File: config.mk
export PLATFORM = sky130hd
export DESIGN_NAME = kafka_metadata_response_parser_unit
export DESIGN_NICKNAME = d
export VERILOG_FILES = /design/src/hdl/kmrp_pkg.sv /design/src/hdl/kmrp_in_reg.sv /design/src/hdl/kmrp_walker.sv /design/src/hdl/kafka_metadata_response_parser_unit.sv
export SDC_FILE = /design/constraint.sdc
export NUM_CORES = 1
export LEC_CHECK = 0
export ABC_AREA = 1
export BUFFER_PORTS_ARGS = -buffer_cell sky130_fd_sc_hd__buf_4
export CORE_MARGIN = 2
export CORE_UTILIZATION = 64
export CTS_BUF_LIST = sky130_fd_sc_hd__clkbuf_2 sky130_fd_sc_hd__clkbuf_4 sky130_fd_sc_hd__clkbuf_8
export DETAILED_ROUTE_END_ITERATION = 6
export PLACE_DENSITY_LB_ADDON = 0.25
export SETUP_SLACK_MARGIN = 0.4
export SLEW_MARGIN = 20
export SYNTH_ARGS = -nofsm -noshare
export SYNTH_HDL_FRONTEND = slang
export SYNTH_SLANG_ARGS = --single-unit
File: constraint.sdc
create_clock -name i_clk -period 7.1 [get_ports i_clk]
set_clock_uncertainty 0.2 [all_clocks]
set_input_delay 0.355 -clock i_clk [delete_from_list [all_inputs] [get_ports i_clk]]
set_output_delay 0.355 -clock i_clk [all_outputs]
set_load 0.005 [all_outputs]
File: src/hdl/kmrp_pkg.sv
// Shared types and constants for the Metadata v1 response parser.
// Used by every module of the parser; depends on nothing else.
`default_nettype none

package kmrp_pkg;

    // Width of the frame-length fields, and the default frame-length limit.
    localparam int LEN_W         = 15;
    localparam int MAX_FRAME_DEF = 16384;

    // Result status codes.
    localparam logic [1:0] ST_OK     = 2'd0;
    localparam logic [1:0] ST_SMALL  = 2'd1;
    localparam logic [1:0] ST_BADLEN = 2'd2;
    localparam logic [1:0] ST_TRUNC  = 2'd3;

    typedef struct packed {
        logic [7:0] data_byte;
        logic       end_of_stream;
    } t_in_word;

    typedef struct packed {
        logic [1:0]         status;
        logic signed [31:0] brokers_seen;
        logic signed [31:0] topics_seen;
    } t_out_word;

endpackage

`default_nettype wire

File: src/hdl/kmrp_in_reg.sv
// Input register of the parser: holds one incoming word until the walker takes it.
// Depends on kmrp_pkg.
`default_nettype none

module kmrp_in_reg (
    input  wire                i_clk,
    input  wire                i_rst_n,
    input  wire                i_valid,
    input  kmrp_pkg::t_in_word i_data,
    output logic               o_stall,
    output logic               o_item_valid,
    output kmrp_pkg::t_in_word o_item,
    input  wire                i_item_take
);
    import kmrp_pkg::*;

    logic     r_valid;
    t_in_word r_data;

    // A held word that is taken this cycle frees the register for the next one.
    assign o_stall      = r_valid && !i_item_take;
    assign o_item_valid = r_valid;
    assign o_item       = r_data;

    always_ff @(posedge i_clk) begin
        if (!i_rst_n) begin
            r_valid <= 1'b0;
        end else if (i_valid && !o_stall) begin
            r_valid <= 1'b1;
        end else if (i_item_take) begin
            r_valid <= 1'b0;
        end
    end

    always_ff @(posedge i_clk) begin
        if (i_valid && !o_stall) begin
            r_data <= i_data;
        end
    end

endmodule

`default_nettype wire

File: src/hdl/kmrp_walker.sv
// Parse state, one-byte-per-cycle next-state logic and result register; end bytes wait on a stalled result.
// Depends on kmrp_pkg.
`default_nettype none

module kmrp_walker #(
    parameter int MAX_FRAME = kmrp_pkg::MAX_FRAME_DEF
) (
    input  wire                 i_clk,
    input  wire                 i_rst_n,
    input  wire                 i_item_valid,
    input  kmrp_pkg::t_in_word  i_item,
    output logic                o_item_take,
    input  wire                 i_out_stall,
    output logic                o_out_valid,
    output kmrp_pkg::t_out_word o_out_data
);
    import kmrp_pkg::*;

    localparam logic [3:0] PH_SIZE   = 4'd0;
    localparam logic [3:0] PH_CORR   = 4'd1;
    localparam logic [3:0] PH_BCOUNT = 4'd2;
    localparam logic [3:0] PH_NODE   = 4'd3;
    localparam logic [3:0] PH_HLEN   = 4'd4;
    localparam logic [3:0] PH_HOST   = 4'd5;
    localparam logic [3:0] PH_PORT   = 4'd6;
    localparam logic [3:0] PH_RLEN   = 4'd7;
    localparam logic [3:0] PH_RACK   = 4'd8;
    localparam logic [3:0] PH_CTRL   = 4'd9;
    localparam logic [3:0] PH_TOPIC  = 4'd10;
    localparam logic [3:0] PH_TAIL   = 4'd11;
    localparam logic [3:0] PH_BAD    = 4'd12;

    localparam logic [31:0] MaxFrameW = 32'(MAX_FRAME);

    logic [3:0]       r_phase,        n_phase;
    logic [LEN_W-1:0] r_frame_len,    n_frame_len;
    logic [LEN_W-1:0] r_bytes_taken,  n_bytes_taken;
    logic [31:0]      r_word,         n_word;
    logic [1:0]       r_biw,          n_biw;
    logic [30:0]      r_brokers_left, n_brokers_left;
    logic [LEN_W-1:0] r_skip_left,    n_skip_left;
    logic [31:0]      r_broker_total, n_broker_total;
    logic [31:0]      r_topic_total,  n_topic_total;

    logic             r_out_valid;
    t_out_word        r_out;
    t_out_word        n_out;

    logic [LEN_W-1:0] taken_inc;
    logic [LEN_W-1:0] left;
    logic [31:0]      shifted;
    logic [LEN_W-1:0] dec_skip;
    logic [15:0]      v;
    logic             do_next;
    logic             do_begin;
    logic [30:0]      bl;
    logic             out_free;

    // Only a word that ends the stream needs room in the result register.
    assign out_free    = !r_out_valid || !i_out_stall;
    assign o_item_take = i_item_valid && (!i_item.end_of_stream || out_free);
    assign o_out_valid = r_out_valid;
    assign o_out_data  = r_out;

    always_comb begin
        n_phase        = r_phase;
        n_frame_len    = r_frame_len;
        n_bytes_taken  = r_bytes_taken;
        n_word         = r_word;
        n_biw          = r_biw;
        n_brokers_left = r_brokers_left;
        n_skip_left    = r_skip_left;
        n_broker_total = r_broker_total;
        n_topic_total  = r_topic_total;
        n_out          = '0;

        taken_inc = r_bytes_taken + 1'b1;
        left      = r_frame_len - taken_inc;
        shifted   = {r_word[23:0], i_item.data_byte};
        dec_skip  = (r_skip_left == '0) ? '0 : r_skip_left - 1'b1;
        v         = shifted[15:0];
        do_next   = 1'b0;
        do_begin  = 1'b0;
        bl        = r_brokers_left;

        if (r_phase == PH_SIZE) begin
            n_word = shifted;
            if (r_biw != 2'd3) begin
                n_biw = r_biw + 1'b1;
            end else begin
                n_biw = 2'd0;
                if (shifted[31] || shifted < 32'd4 || shifted > MaxFrameW) begin
                    n_phase = PH_BAD;
                end else begin
                    n_frame_len   = shifted[LEN_W-1:0];
                    n_bytes_taken = '0;
                    n_phase       = PH_CORR;
                    n_skip_left   = LEN_W'(4);
                end
            end
        end else if (r_phase != PH_BAD && r_bytes_taken < r_frame_len) begin
            n_bytes_taken = taken_inc;
            unique case (r_phase) inside
                PH_CORR, PH_NODE, PH_HOST, PH_PORT, PH_RACK, PH_CTRL: begin
                    n_skip_left = dec_skip;
                    if (dec_skip == '0) begin
                        unique case (r_phase)
                            PH_CORR: begin
                                if (left >= LEN_W'(4)) begin
                                    n_phase = PH_BCOUNT;
                                    n_word  = '0;
                                    n_biw   = 2'd0;
                                end else begin
                                    n_phase = PH_TAIL;
                                end
                            end
                            PH_NODE: begin
                                if (left < LEN_W'(2)) begin
                                    n_phase = PH_TAIL;
                                end else begin
                                    n_phase = PH_HLEN;
                                    n_word  = '0;
                                    n_biw   = 2'd0;
                                end
                            end
                            PH_HOST: begin
                                if (left < LEN_W'(4)) begin
                                    n_phase = PH_TAIL;
                                end else begin
                                    n_phase     = PH_PORT;
                                    n_skip_left = LEN_W'(4);
                                end
                            end
                            PH_PORT: begin
                                if (left < LEN_W'(2)) begin
                                    n_phase = PH_TAIL;
                                end else begin
                                    n_phase = PH_RLEN;
                                    n_word  = '0;
                                    n_biw   = 2'd0;
                                end
                            end
                            PH_RACK: begin
                                do_next = 1'b1;
                            end
                            default: begin
                                if (left >= LEN_W'(4)) begin
                                    n_phase = PH_TOPIC;
                                    n_word  = '0;
                                    n_biw   = 2'd0;
                                end else begin
                                    n_phase = PH_TAIL;
                                end
                            end
                        endcase
                    end
                end
                PH_BCOUNT, PH_TOPIC: begin
                    n_word = shifted;
                    if (r_biw != 2'd3) begin
                        n_biw = r_biw + 1'b1;
                    end else begin
                        n_biw = 2'd0;
                        if (r_phase == PH_TOPIC) begin
                            n_topic_total = shifted;
                            n_phase       = PH_TAIL;
                        end else begin
                            n_broker_total = shifted;
                            // A negative broker count walks no records.
                            bl             = shifted[31] ? '0 : shifted[30:0];
                            n_brokers_left = bl;
                            do_begin       = 1'b1;
                        end
                    end
                end
                PH_HLEN, PH_RLEN: begin
                    n_word = shifted;
                    if (r_biw != 2'd1) begin
                        n_biw = r_biw + 1'b1;
                    end else begin
                        n_biw = 2'd0;
                        if (r_phase == PH_HLEN) begin
                            if (v[15] || v[LEN_W-1:0] > left) begin
                                n_phase = PH_TAIL;
                            end else if (v == 16'd0) begin
                                if (left < LEN_W'(4)) begin
                                    n_phase = PH_TAIL;
                                end else begin
                                    n_phase     = PH_PORT;
                                    n_skip_left = LEN_W'(4);
                                end
                            end else begin
                                n_phase     = PH_HOST;
                                n_skip_left = v[LEN_W-1:0];
                            end
                        end else begin
                            // A null, empty or oversized rack is not skipped.
                            if (!v[15] && v != 16'd0 && v[LEN_W-1:0] <= left) begin
                                n_phase     = PH_RACK;
                                n_skip_left = v[LEN_W-1:0];
                            end else begin
                                do_next = 1'b1;
                            end
                        end
                    end
                end
                default: begin
                    n_phase = PH_TAIL;
                end
            endcase
        end

        if (do_next) begin
            bl             = (r_brokers_left != '0) ? r_brokers_left - 1'b1 : r_brokers_left;
            n_brokers_left = bl;
            do_begin       = 1'b1;
        end

        if (do_begin) begin
            if (bl == '0 || left == '0) begin
                if (left >= LEN_W'(4)) begin
                    n_phase     = PH_CTRL;
                    n_skip_left = LEN_W'(4);
                end else begin
                    n_phase = PH_TAIL;
                end
            end else if (left < LEN_W'(4)) begin
                n_phase = PH_TAIL;
            end else begin
                n_phase     = PH_NODE;
                n_skip_left = LEN_W'(4);
            end
        end

        if (i_item.end_of_stream) begin
            if (n_phase == PH_SIZE) begin
                n_out.status = ST_TRUNC;
            end else if (n_phase == PH_BAD) begin
                n_out.status = ST_BADLEN;
            end else if (n_bytes_taken < n_frame_len) begin
                n_out.status = ST_TRUNC;
            end else if (n_frame_len <= LEN_W'(8)) begin
                n_out.status = ST_SMALL;
            end else begin
                n_out.status = ST_OK;
            end
            if (n_out.status == ST_OK) begin
                n_out.brokers_seen = n_broker_total;
                n_out.topics_seen  = n_topic_total;
            end
            // The end mark returns the parser to its idle state.
            n_phase        = PH_SIZE;
            n_frame_len    = '0;
            n_bytes_taken  = '0;
            n_word         = '0;
            n_biw          = 2'd0;
            n_brokers_left = '0;
            n_skip_left    = '0;
            n_broker_total = '0;
            n_topic_total  = '0;
        end
    end

    always_ff @(posedge i_clk) begin
        if (!i_rst_n) begin
            r_phase        <= PH_SIZE;
            r_frame_len    <= '0;
            r_bytes_taken  <= '0;
            r_word         <= '0;
            r_biw          <= 2'd0;
            r_brokers_left <= '0;
            r_skip_left    <= '0;
            r_broker_total <= '0;
            r_topic_total  <= '0;
        end else if (o_item_take) begin
            r_phase        <= n_phase;
            r_frame_len    <= n_frame_len;
            r_bytes_taken  <= n_bytes_taken;
            r_word         <= n_word;
            r_biw          <= n_biw;
            r_brokers_left <= n_brokers_left;
            r_skip_left    <= n_skip_left;
            r_broker_total <= n_broker_total;
            r_topic_total  <= n_topic_total;
        end
    end

    always_ff @(posedge i_clk) begin
        if (!i_rst_n) begin
            r_out_valid <= 1'b0;
        end else if (o_item_take && i_item.end_of_stream) begin
            r_out_valid <= 1'b1;
        end else if (!i_out_stall) begin
            r_out_valid <= 1'b0;
        end
    end

    always_ff @(posedge i_clk) begin
        if (o_item_take && i_item.end_of_stream) begin
            r_out <= n_out;
        end
    end

endmodule

`default_nettype wire

File: src/hdl/kafka_metadata_response_parser_unit.sv
// Top level of the Metadata v1 response parser: input register and byte walker.
// Depends on kmrp_pkg, kmrp_in_reg and kmrp_walker.
//
//   channel | direction | handshake                  | word
//   --------+-----------+----------------------------+---------------------------------
//   in      | input     | i_in_valid / o_in_stall    | data_byte, end_of_stream
//   out     | output    | o_out_valid / i_out_stall  | status, brokers_seen, topics_seen
//
// One byte is accepted per cycle while the walker takes them; an end-marked byte sets the result register.
// The walker's next-state logic sits between the input register and the state/result registers.
// Reset is synchronous and active low; it returns the parser to waiting for a size prefix.
// A stalled result blocks only an end-marked byte; other bytes keep flowing past it.
`default_nettype none

module kafka_metadata_response_parser_unit #(
    parameter int MAX_FRAME = kmrp_pkg::MAX_FRAME_DEF
) (
    input  wire                 i_clk,
    input  wire                 i_rst_n,
    input  wire                 i_in_valid,
    input  kmrp_pkg::t_in_word  i_in_data,
    output logic                o_in_stall,
    output logic                o_out_valid,
    output kmrp_pkg::t_out_word o_out_data,
    input  wire                 i_out_stall
);
    import kmrp_pkg::*;

    logic     item_valid;
    t_in_word item;
    logic     item_take;

    kmrp_in_reg u_in_reg (
        .i_clk        (i_clk),
        .i_rst_n      (i_rst_n),
        .i_valid      (i_in_valid),
        .i_data       (i_in_data),
        .o_stall      (o_in_stall),
        .o_item_valid (item_valid),
        .o_item       (item),
        .i_item_take  (item_take)
    );

    kmrp_walker #(
        .MAX_FRAME (MAX_FRAME)
    ) u_walker (
        .i_clk        (i_clk),
        .i_rst_n      (i_rst_n),
        .i_item_valid (item_valid),
        .i_item       (item),
        .o_item_take  (item_take),
        .i_out_stall  (i_out_stall),
        .o_out_valid  (o_out_valid),
        .o_out_data   (o_out_data)
    );

endmodule

`default_nettype wire
==> qor.txt <==
largest net degree at the start of global routing = 106
CP max-delay cell = ha_1
max_slew headroom = 29.9%
Post-Syn Area per Cell = 7.01 sq um
area grow syn2layout = 12.1%
Worst-path clk slew = 0.06 ns
IO Pins = 81
fin crit period = 6.36 ns
HP Class = in -> reg
flops & latches, synth = 247
grt ovf = 0
crit-path most repeated cell = nand2_1
Sw Pwr = 770 uW
pwr/cell area = 174 nW/um^2
Setup WS pre-CTS = 0.443 ns
Post-synth EDFFs = 75
final hold vios = 0
combinational share of power = 5.7%
core area = 24300 sq um
Initial Utilization = 65.2%
die span in x = 161 um
Synth top area share = 21.7%
Critical Path Max Stage Delay = 0.42 ns
Post-Route WL = 50200 um
Final HPWL DP = 32500 um
Std-Cell Rows = 57
Fmax = 157 MHz
via count = 16100
Post-Syn Area = 15900 sq um
Cell Int Power = 2330 uW
top_reg_cell synth = dfxtp_1
Skew-Pair Late Insertion Delay = 0.58 ns
Critical Path Start Type = flop
# DRC = 0
most area-hungry cell type in the Yosys netlist = dfxtp_1
Worst Path Arrival = 6.45 ns
clk buf depth = 3
PnR Total Power = 3100 uW
cell chosen for the clock root = clkbuf_8
final worst slack = 0.737 ns
Setup crit end kind = flop
All-Layer GR Usage = 36.6%
Max VDD drop = 0.000181 V
DRT Pass-1 Iters = 6
initial antenna violation count = 2
GPL Wtd Cong = 0.995
RSZ-0062 raised after global routing = no
Port Buffers = 80
crit path max fanout = 16
clock power share = 46.1%
DR vias/cell = 6.02
Mapped Cells = 2261
first-pass GRT wire length = 76300 um
Setup CP Type = reg -> reg
placed insts = 2569
H-tree levels = 2
initial drt markers = 1892
sequential cell area fraction in the yosys report = 35.9%
CTS tree = yes
synthesis warning total = 0
Die Y-Extent = 161 um
distinct cell type count after synthesis = 56
syn_nets = 2338
Tcrit/Tclk final = 89.6%
Flop pwr share = 48.2%
Num CTS Buffers = 42
die area = 26100 sq um
worst slew pin tran = 1.05 ns
largest cells by area after synthesis = dfxtp_1, edfxtp_1, nand2_1
setup TNS = 0 ns
Routed WL per cell = 18.8 um
MaxCap Viol Count = 0
fraction of layout cells with a size suffix above 1 = 13.9%
Leak = 0.00716 uW
fin cells = 2670
Worst EP required = 7.18 ns
status = completed
fraction of registers with async set/reset = 0%
Slew Limit Fails = 0
ANT nets after route = 0
final setup fails = 0
vias in the first global route = 14600
Sw Ratio = 24.8%
clk sinks = 247
nets@finish = 2387
==> cell type report <==
type,instances,area [sq um]
tap,324,405
clock buffer,64,781
timing repair buffer,123,1020
clock inverter,13,155
antenna,3,7.51
sequential,247,5700
fill,1932,6540
multi-input combinational,1669,8850
inverter,227,856
==> flip-flops by register name, summed over array words and instances, names as in the netlist <==
| name | count |
|---|---|
| u_walker.r_bytes_taken | 15 |
| u_in_reg.o_item | 9 |
| u_walker.r_topic_total | 32 |
| u_walker.o_out_valid | 1 |
| u_walker.r_brokers_left | 31 |
| u_walker.r_broker_total | 32 |
| u_in_reg.o_item_valid | 1 |
| u_walker.o_out_data | 66 |
| u_walker.r_word | 24 |
| u_walker.r_skip_left | 15 |
| u_walker.r_biw | 2 |
| u_walker.r_frame_len | 15 |
| u_walker.r_phase | 4 |
==> worst paths after layout <==
| path | slack [ns] | end | start | cells after the start |
|---|---|---|---|---|
| worst max-delay path | 0.74 | u_walker.o_out_data[52] | u_walker.r_bytes_taken[2] | 36 |
| worst min-delay path | 0.25 | u_in_reg.o_item_valid | i_out_stall | 5 |
| worst max register to register | 0.74 | u_walker.o_out_data[52] | u_walker.r_bytes_taken[2] | 36 |
| worst min register to register | 0.26 | u_walker.r_broker_total[7] | u_walker.r_broker_total[7] | 2 |
==> Yosys cell counts, types with 4 or more instances <==
cell and instances:
a211oi_1 5, a21oi_1 226, a31oi_1 13, buf_1 5, buf_4 6, buf_6 9, clkbuf_1 95, clkinv_1 4
dfxtp_1 172, edfxtp_1 75, ha_1 63, inv_1 218, inv_2 5, mux2i_1 4, nand2_1 472, nand3_1 131
nand3_2 5, nand3b_1 5, nand4_1 28, nor2_1 239, nor2_2 12, nor2_4 17, nor3_1 23, nor4_1 12
o211ai_1 23, o21ai_0 201, o21ai_1 8, o221ai_1 13, o22ai_1 8, or2_2 68, xnor2_1 13, xor2_1 43
==> metal layers <==
metal	global-route usage, %	vias to the layer above	share of wire (%)	wire length [um]
met5	0	-	0.026	13
met4	16.8	2	4.6	2310
met3	8.14	175	10	5210
met2	58.2	856	45	22600
met1	47.6	7398	40	20100
li1	-	7634	-	-
==> cells by family (layout without fill, tap and decap cells) <==
group | after synthesis | count (layout) | share of synthesized area (%)
AO/OA/AOI/OAI | 516 | 516 | 17.6
XOR/XNOR | 56 | 56 | 3.09
adder cells (fa/ha/maj) | 64 | 64 | 5.10
buffers and inverters | 348 | 427 | 9.01
flip-flops | 247 | 247 | 35.9
multiplexers | 4 | 4 | 0.252
other | 0 | 3 | 0
AND/OR/NAND/NOR | 1026 | 1029 | 29.1
==> placed cells by master (no fill, tap or decap), types with 4 or more instances in the layout <==
master / Yosys / routed
inv_2: 5 / 5
nand3_1: 131 / 129
a21oi_1: 226 / 224
o22ai_1: 8 / 8
or2_2: 68 / 68
mux2i_1: 4 / 4
clkbuf_8: 0 / 48
nor4_1: 12 / 12
nor2_4: 17 / 18
nor3_1: 23 / 21
a211oi_1: 5 / 5
dfxtp_1: 172 / 169
nand4_1: 28 / 28
o21ai_1: 8 / 8
o21ai_0: 201 / 200
nand3_2: 5 / 6
clkinv_1: 4 / 8
o211ai_1: 23 / 23
nor2_2: 12 / 14
buf_4: 6 / 106
nor2_1: 239 / 236
clkinv_2: 0 / 5
clkbuf_4: 0 / 16
o221ai_1: 13 / 13
nor3_2: 3 / 5
ha_1: 63 / 63
nand2_1: 472 / 471
xor2_1: 43 / 43
inv_1: 218 / 215
edfxtp_1: 75 / 75
a31oi_1: 13 / 13
nand3b_1: 5 / 5
dlygate4sd3_1: 0 / 12
xnor2_1: 13 / 13
==> what timing repair did <==
action | in CTS | in global routing
gates resized for setup | 2 | 16
hold buffers | 12 | 0
endpoints found under the hold margin | 13 | 0
cloned | 0 | 6
setup buffers | 0 | 3
endpoints found under the setup margin | 30 | 66
pin swaps | 0 | 3
==> metrics by stage <==
stage,hold WS (ns),cell area (sq um),utilization (%)
3_5_place_dp,0.252,16500,67.9
3_3_place_gp,0.248,16500,67.9
6_report,0.253,17800,73.1
4_1_cts,0.198,17600,72.3
2_1_floorplan,0.242,15900,-
5_1_grt,0.248,17800,73.1
==> worst max-delay path: cells and delay by family, from the launching register on <==
| kind | cells | cell delay, ns |
|---|---|---|
| XOR/XNOR | 2 | 0.55 |
| flip-flops | 1 | 0.39 |
| buffers and inverters | 2 | 0.34 |
| AO/OA/AOI/OAI | 6 | 0.99 |
| adder cells (fa/ha/maj) | 2 | 0.74 |
| AND/OR/NAND/NOR | 24 | 2.82 |
==> power by group through the flow <==
stage / clock network, uW / logic, uW / registers [uW]
final: 1430 / 177 / 1490
after global routing: 1490 / 187 / 1490
after CTS: 1440 / 170 / 1490
after detailed placement: 0 / 164 / 1520
after global placement: 0 / 162 / 1520
after floorplan: 0 / 92.3 / 1510
(Power assumes the default switching activity.)
